## src/rtl/core/phb_ram.sv

```systemverilog
// ----------------------------------------------------------------------------
// phb_ram
// generic simple dual-port ram, one write and one registered read port
// ----------------------------------------------------------------------------
module phb_ram #(
  parameter int unsigned WIDTH = 8,
  parameter int unsigned DEPTH = 16
) (
  input  logic                     clk_i,
  input  logic                     we_i,
  input  logic [$clog2(DEPTH)-1:0] waddr_i,
  input  logic [WIDTH-1:0]         wdata_i,
  input  logic                     re_i,
  input  logic [$clog2(DEPTH)-1:0] raddr_i,
  output logic [WIDTH-1:0]         rdata_o
);

  logic [WIDTH-1:0] mem_q [DEPTH];

  always_ff @(posedge clk_i) begin
    if (we_i) begin
      mem_q[waddr_i] <= wdata_i;
    end
    if (re_i) begin
      rdata_o <= mem_q[raddr_i];
    end
  end

endmodule

```

## config.mk

```make
export PLATFORM = sky130hd
export DESIGN_NAME = phb_ram
export DESIGN_NICKNAME = d
export VERILOG_FILES = /design/src/rtl/core/phb_ram.sv
export SDC_FILE = /design/constraint.sdc
export NUM_CORES = 1
export LEC_CHECK = 0
export BUFFER_PORTS_ARGS = -buffer_cell sky130_fd_sc_hd__buf_2
export CAP_MARGIN = 0
export CORE_UTILIZATION = 50
export DETAILED_ROUTE_END_ITERATION = 12
export GPL_TIMING_DRIVEN = 0
export PLACE_DENSITY = 0.65
export SLEW_MARGIN = 30
export SYNTH_ARGS = -nofsm -noshare
export SYNTH_HDL_FRONTEND = slang
export SYNTH_SLANG_ARGS = --single-unit
```

## constraint.sdc

```tcl
create_clock -name clk_i -period 2.4 [get_ports clk_i]
set_input_delay 0.24 -clock clk_i [delete_from_list [all_inputs] [get_ports clk_i]]
set_output_delay 0.24 -clock clk_i [all_outputs]
set_load 0.02 [all_outputs]
```

; Yosys cells after proc, flatten, opt, wreduce, memory -nomap -nowiden
; Memories as Yosys holds them, arrays and structs flattened. A register that Yosys moved wholly into a read port is not among the register bits.
; Cells that the tools add are included.
[word_totals]
ram_bits = 128
output_inout_bits = 8
input_bits = 19
ff_bits = 0
memories = 1
[op_classes]
muxes = 2
[memory_table]
columns = name, depth, width, read_ports, rd_clocked_by_memory_dff, write_ports, line
row1 = mem_q, 16, 8, 1, 1, 1, 18  ; logic [WIDTH-1:0] mem_q [DEPTH];
[ops]
columns = op, n
row1 = 2-to-1 mux 1 bit, 2

; Logic depth before layout (Yosys ltp)
; Gate-level depths: netlist (run 1).
[logic_depth]
ltp_word = 2
depth_mapped = 5

; Worst setup path after synthesis (run 1)
; Ideal clock, no wire load.
[synth_timing]
path_kind = input to register
from = input waddr_i[2]
to = memory mem_q[0][0] (enable)
path_buffers = 0
setup_time_ps = 383
path_slack_ps = 667
path_stages = 2
t_arrival_ps = 1350
required_ps = 2017
path_cell_list = or3b_2 -> nor3_1
[synth_rtl]
columns = element, line
row1 = from (decl), 11  ; input logic [$clog2(DEPTH)-1:0] waddr_i,
row2 = to (decl), 18
; Straight into the memory's write port.

==> results of run 1 <==
-- state kept, by name, indices dropped and copies added, names as in the netlist --
name	cells
rdata_o	8
mem_q	128
-- logic make-up (layout without fill, tap and decap cells) --
family | count (synthesis) | after routing | share of synthesized area (%)
DFF | 136 | 136 | 78.1
and+or+nand+nor | 35 | 35 | 3.14
muxes | 32 | 32 | 14.8
AOI/OAI and AO/OA | 16 | 16 | 2.30
buffers and inverters | 10 | 61 | 1.65
-- cell type report --
class	count	area (µm²)
tap	133	166
sequential	136	4080
fill	713	3910
buffer	10	86.3
clock inverter	7	83.8
multi-input combinational	83	1080
timing repair buffer	25	125
clock buffer	19	422
-- stage by stage --
stage	area [µm²]	power, mW
finish	6040	5.21
global route	6040	5.37
CTS	6040	5.25
detailed placement	5540	3.00
global placement	5520	2.99
floorplan	5230	2.89
-- how the worst min path moves through the flow --
stage               startpoint          end  slack [ps]  cells after the start
floorplan           wdata_i[0]  mem_q[0][0]         340                      0
global placement          re_i   rdata_o[2]         600                      1
detailed placement        re_i   rdata_o[1]         610                      1
CTS                       re_i   rdata_o[7]          70                      1
global route              re_i   rdata_o[7]          70                      1
finish                    re_i   rdata_o[2]         100                      1
-- metal layers --
layer	vias up	global-route usage, %
met4	0	6.02
met5	-	0
met2	59	29.6
li1	1067	-
met1	1246	26.7
met3	8	5.76
-- synth_stat cells (all sizes together) --
| master | number | area [µm²] |
|---|---|---|
| mux4 | 32 | 773 |
| nand2b | 2 | 12.5 |
| nand3 | 1 | 5.00 |
| and2b | 1 | 7.51 |
| edfxtp | 136 | 4080 |
| nand3b | 2 | 15.0 |
| nand2 | 9 | 33.8 |
| nor2b | 1 | 6.26 |
| nor2 | 13 | 48.8 |
| a22oi | 16 | 120 |
| or3b | 1 | 8.76 |
| and2 | 1 | 6.26 |
| clkdlybuf4s25 | 3 | 30.0 |
| buf | 7 | 56.3 |
| nor3 | 4 | 20.0 |
-- where the power goes --
group,internal (mW),switching (mW),total [mW]
logic,0.103,0.159,0.262
registers,2.68,0.0108,2.69
clock network,1.43,0.837,2.26
total,4.21,1.01,5.21
==> impl_metrics.tcl, run 1 <==
set metrics [dict create \
    cts_made_buffers 17 \
    syn_nets 248 \
    wl_met3_um 275 \
    slowest_delay_ps 570 \
    maxSlewHeadroom_pct 46.9 \
    antenna_found_initial 0 \
    timing.reg2reg.worst_path_depth 3 \
    vias 2380 \
    worst-path-buf-inv 0 \
    fin_crit_ps 1540 \
    ys_types 18 \
    dp_cells 387 \
    worstSetupEndpoint "rdata_o[3]" \
    instances_no_fill 413 \
    drtIter0Drc 204 \
    cts-resized-gates 0 \
    seq_area_frac_synth_pct 78.1 \
    cts_tree "built" \
    rr_endpoint "rdata_o[3]" \
    fmax_mhz 651 \
    via_per_inst 5.76 \
    avgSynthCellArea_um2 22.8 \
    hold_slack_ps 96.7 \
    die_x_um 104 \
    setup-violations-final 0 \
    io_buffers 25 \
    core_um2 9950 \
    io_pins 27 \
    ys_ff_latch 136 \
    final_util_pct 60.7 \
    arrival_ps 1780 \
    finalCritPeriodShare_pct 64.0 \
    drv_slew 0 \
    antenna_cells 0 \
    grt_pass1_wl_mm 14.2 \
    grt_max_degree 17 \
    leakagePower_nw 2.01 \
    status "completed" \
    r2r_slack_ps 860 \
    start_util_pct 52.5 \
    required_ps 2650 \
    wl_met1_mm 4.35 \
    area_growth_pct 15.6 \
    ir_worst_vdd_v 0.000486 \
    nets 292 \
    rows 36 \
    grt-ovfl-total 0 \
    hold_buffers 0 \
    cts_setup_buffers 0 \
    tns_ps 0 \
    ys.warnings.count 0 \
    hp-class "in -> reg" \
    clk_pin_slew_ps 50 \
    die_area_um2 10900 \
    die_h_um 104 \
    dpl.hpwl_mm 5.84 \
    grt_pass1_vias 2407 \
    worstSetupEndpointType "flop" \
    dr.pass1.iters 4 \
    setup_ws_ps 864 \
    final_common_cell "edfxtp_1" \
    critPathSlowestCell "mux4_1" \
    rsz0062_at_grt "false" \
    power.density_nw_per_um2 863 \
    htree_levels 4 \
    insertion_delay_ps 500 \
    drc 0 \
    ant_nets 0 \
    final_hold_viol_count 0 \
    wl_mm 9.34 \
    timing.critical_path.from "mem_q[5][3]" \
    synthCells 229 \
    crit_type "reg -> reg" \
    top_layer "met4" \
    worstReg2RegStart "mem_q[5][3]" \
    cap_violations 0 \
    post-place-ws_ps 467 \
    drive_above_1_share_pct 28.9 \
    wl_met2_mm 4.61 \
    skew_ps 7.93 \
    tightest_slew_ps 794 \
    cp_top_family "multiplexers" \
    crit_cells 3 \
    root_buffer "clkbuf_8" \
    path_cells "mux4_1 -> a22oi_1 -> nand2_1" \
    critPathMaxFanout 1 \
    grt_usage_pct 19.2 \
    place_congestion 0.694 \
    cts_sinks 136 \
    critPathLaunchType "flop" \
    cts_max_path_buffers 2 \
    final_cell_mix "edfxtp_1, buf_2, mux4_2" \
    syn-cell-area_um2 5230 \
    routedWlPerCell_um 22.6 \
]
Power figures use the tool's default switching activity.
==> run 2: changes to the inputs <==
Settings changed: ABC_AREA set to 1.
Clock period 2.4 ns to 1.6 ns, I/O delays scaled along.
==> run 2 against run 1 <==
Net effect: total power grew 59%; worst setup slack lost 540 ps; clock skew shrank 3.2 ps; utilization is 2.0 points lower; first-iteration DRC count grew 88%; via count is 66% higher; routed wire length grew 47%; worst hold slack lost 7.5 ps; critical path type is now in -> reg; largest power group unchanged; highest routed layer unchanged.
==> impl_metrics.tcl, run 2 <==
set metrics [dict create \
    r2r_slack_ps 420 \
    io_pins 27 \
    root_buffer "clkbuf_16" \
    routedWlPerCell_um 18.3 \
    largest_reg_flops 128 \
    synth_top_area_cell "edfxtp_1" \
    wl_mm 13.7 \
    wl_met2_mm 6.41 \
    fin_total_pwr_mw 8.28 \
    post-place-ws_ps -107 \
    yosys-top-cells-area "edfxtp_1, nand2_1, nand3_1" \
    async_flop_share_pct 0 \
    die_h_um 110 \
    dp_cells 717 \
    start_util_pct 51.2 \
    synth.most_common_cell "nand2_1" \
    place_congestion 0.863 \
    comb_power_share_pct 6.4 \
    rows 39 \
    tightest_slew_ps 1030 \
    worstSetupEndpointType "flop" \
    drtIter0Drc 384 \
    switchingPower_mw 1.84 \
    arrival_ps 1310 \
    avgSynthCellArea_um2 10.6 \
    seq_area_frac_synth_pct 69.8 \
    setup_ws_ps 327 \
    dpl.hpwl_mm 8.92 \
    tns_ps 0 \
    antenna_cells 0 \
    top_layer "met4" \
    yosysTopAreaCellShare_pct 69.8 \
    antenna_found_initial 0 \
    grt_usage_pct 24.7 \
    wl_met1_mm 5.76 \
    synth_edf_count 136 \
    ant_nets 0 \
    via_per_inst 5.27 \
    critPathSlowestCell "nor2_1" \
    insertion_delay_ps 410 \
    pwr-share-clk_pct 44.8 \
    maxSlewHeadroom_pct 31.2 \
    grt_pass1_wl_mm 20.7 \
    regMostFlops "mem_q" \
    critPathLaunchType "input port" \
    io_buffers 23 \
    p_int_mw 6.44 \
    seqPwrFrac_pct 48.7 \
    leakagePower_nw 2.89 \
    rsz0062_at_grt "false" \
    cts_tree "built" \
    fin_crit_ps 1270 \
    hold_buffers 0 \
    die_x_um 110 \
    syn-cell-area_um2 5850 \
    ys.warnings.count 0 \
    htree_levels 4 \
    wl_met3_mm 1.14 \
    core_um2 11400 \
    swShare_pct 22.2 \
    cts_made_buffers 17 \
    final_common_cell "nand2_1" \
    nets 612 \
    drv_slew 0 \
    fmax_mhz 785 \
    grt-ovfl-total 0 \
    skew_ps 4.75 \
    cap_violations 0 \
    ys.flop_type "edfxtp_1" \
    synthCells 551 \
    cts_setup_buffers 0 \
    vias 3949 \
    hp-class "in -> reg" \
    drc 0 \
    syn_nets 570 \
    path_cells "buf_2 -> nand3b_1 -> nor2_1" \
    cts-resized-gates 0 \
    reg_top3 "mem_q x128, rdata_o x8" \
    cts_sinks 136 \
    ys_types 11 \
    ys_ff_latch 136 \
    setup-violations-final 0 \
    finalCritPeriodShare_pct 79.6 \
    required_ps 1640 \
    critPathMaxFanout 8 \
    dr.pass1.iters 4 \
    status "completed" \
    final_cell_mix "nand2_1, edfxtp_1, inv_1" \
    clk_pin_slew_ps 60 \
    synth_commonest_cells "nand2_1, edfxtp_1, inv_1" \
    instances_no_fill 749 \
    ir_worst_vdd_v 0.000672 \
    grt_pass1_vias 3634 \
    power.density_nw_per_um2 1230 \
    crit_type "in -> reg" \
    die_area_um2 12100 \
    slowest_delay_ps 810 \
    grt_max_degree 17 \
    cts_max_path_buffers 2 \
    final_hold_viol_count 0 \
    drive_above_1_share_pct 12.9 \
    area_growth_pct 14.7 \
]
==> run 2: changes by cell type after synthesis, sizes merged <==
| cell | previous run | this run |
|---|---|---|
| nor2b | 1 | 0 |
| nand3 | 1 | 97 |
| nand2 | 9 | 173 |
| clkdlybuf4s25 | 3 | 0 |
| nor2 | 13 | 17 |
| and2b | 1 | 0 |
| buf | 7 | 24 |
| and2 | 1 | 0 |
| inv | 0 | 102 |
| mux4 | 32 | 0 |
| or3b | 1 | 0 |
| nand2b | 2 | 0 |
| a22oi | 16 | 0 |
| nor3 | 4 | 0 |
==> run 2: path summary, 6_finish.rpt <==
| check | start | to | cells past startpoint |
|---|---|---|---|
| min | re_i | rdata_o[5] | 1 |
| max | waddr_i[3] | mem_q[5][3] | 3 |
| max reg2reg | mem_q[11][5] | rdata_o[5] | 6 |
| min reg2reg | mem_q[6][7] | rdata_o[7] | 6 |
==> run 2: logic make-up (layout without fill, tap and decap cells) <==
family,count (synthesis),after routing,share of synthesized area (%)
flip-flops,136,136,69.8
buffers and inverters,126,181,9.39
AND/OR/NAND/NOR,289,289,20.8
==> run 2: stage by stage <==
stage | hold slack [ps] | utilization (%) | instance area, µm²
CTS | 86.4 | 58.7 | 6710
finish | 89.2 | 58.7 | 6710
global placement | 491 | 53.8 | 6140
detailed placement | 518 | 53.8 | 6140
global route | 98.0 | 58.7 | 6710
floorplan | 259 | - | 5850
==> run 2: final cells by class <==
class,count,area (µm²)
plain buffers,24,166
clock buffers,19,433
clock inverters,13,131
fillers,981,4710
inverters,102,383
multi-input cells,289,1220
flip-flops and latches,136,4080
well taps,143,179
repair buffers,23,115
==> run 2: worst max-delay path, delay by kind of cell <==
family / cells / cell delay [ps]
and+or+nand+nor: 2 / 1030
buffers and inverters: 1 / 120
==> run 2: layer usage <==
metal / up-vias / global-route usage [%]
li1: 1873 / -
met1: 1868 / 33.1
met2: 176 / 37.7
met4: 0 / 10.9
met5: - / 0
met3: 32 / 6.82
==> run 2: power groups by stage <==
stage	Sequential [mW]	Clock [mW]	Combinational [mW]
final	4.03	3.71	0.533
after global routing	4.04	3.87	0.584
after CTS	4.03	3.73	0.530
after detailed placement	4.11	0	0.526
after global placement	4.10	0	0.517
after floorplan	4.13	0	0.281
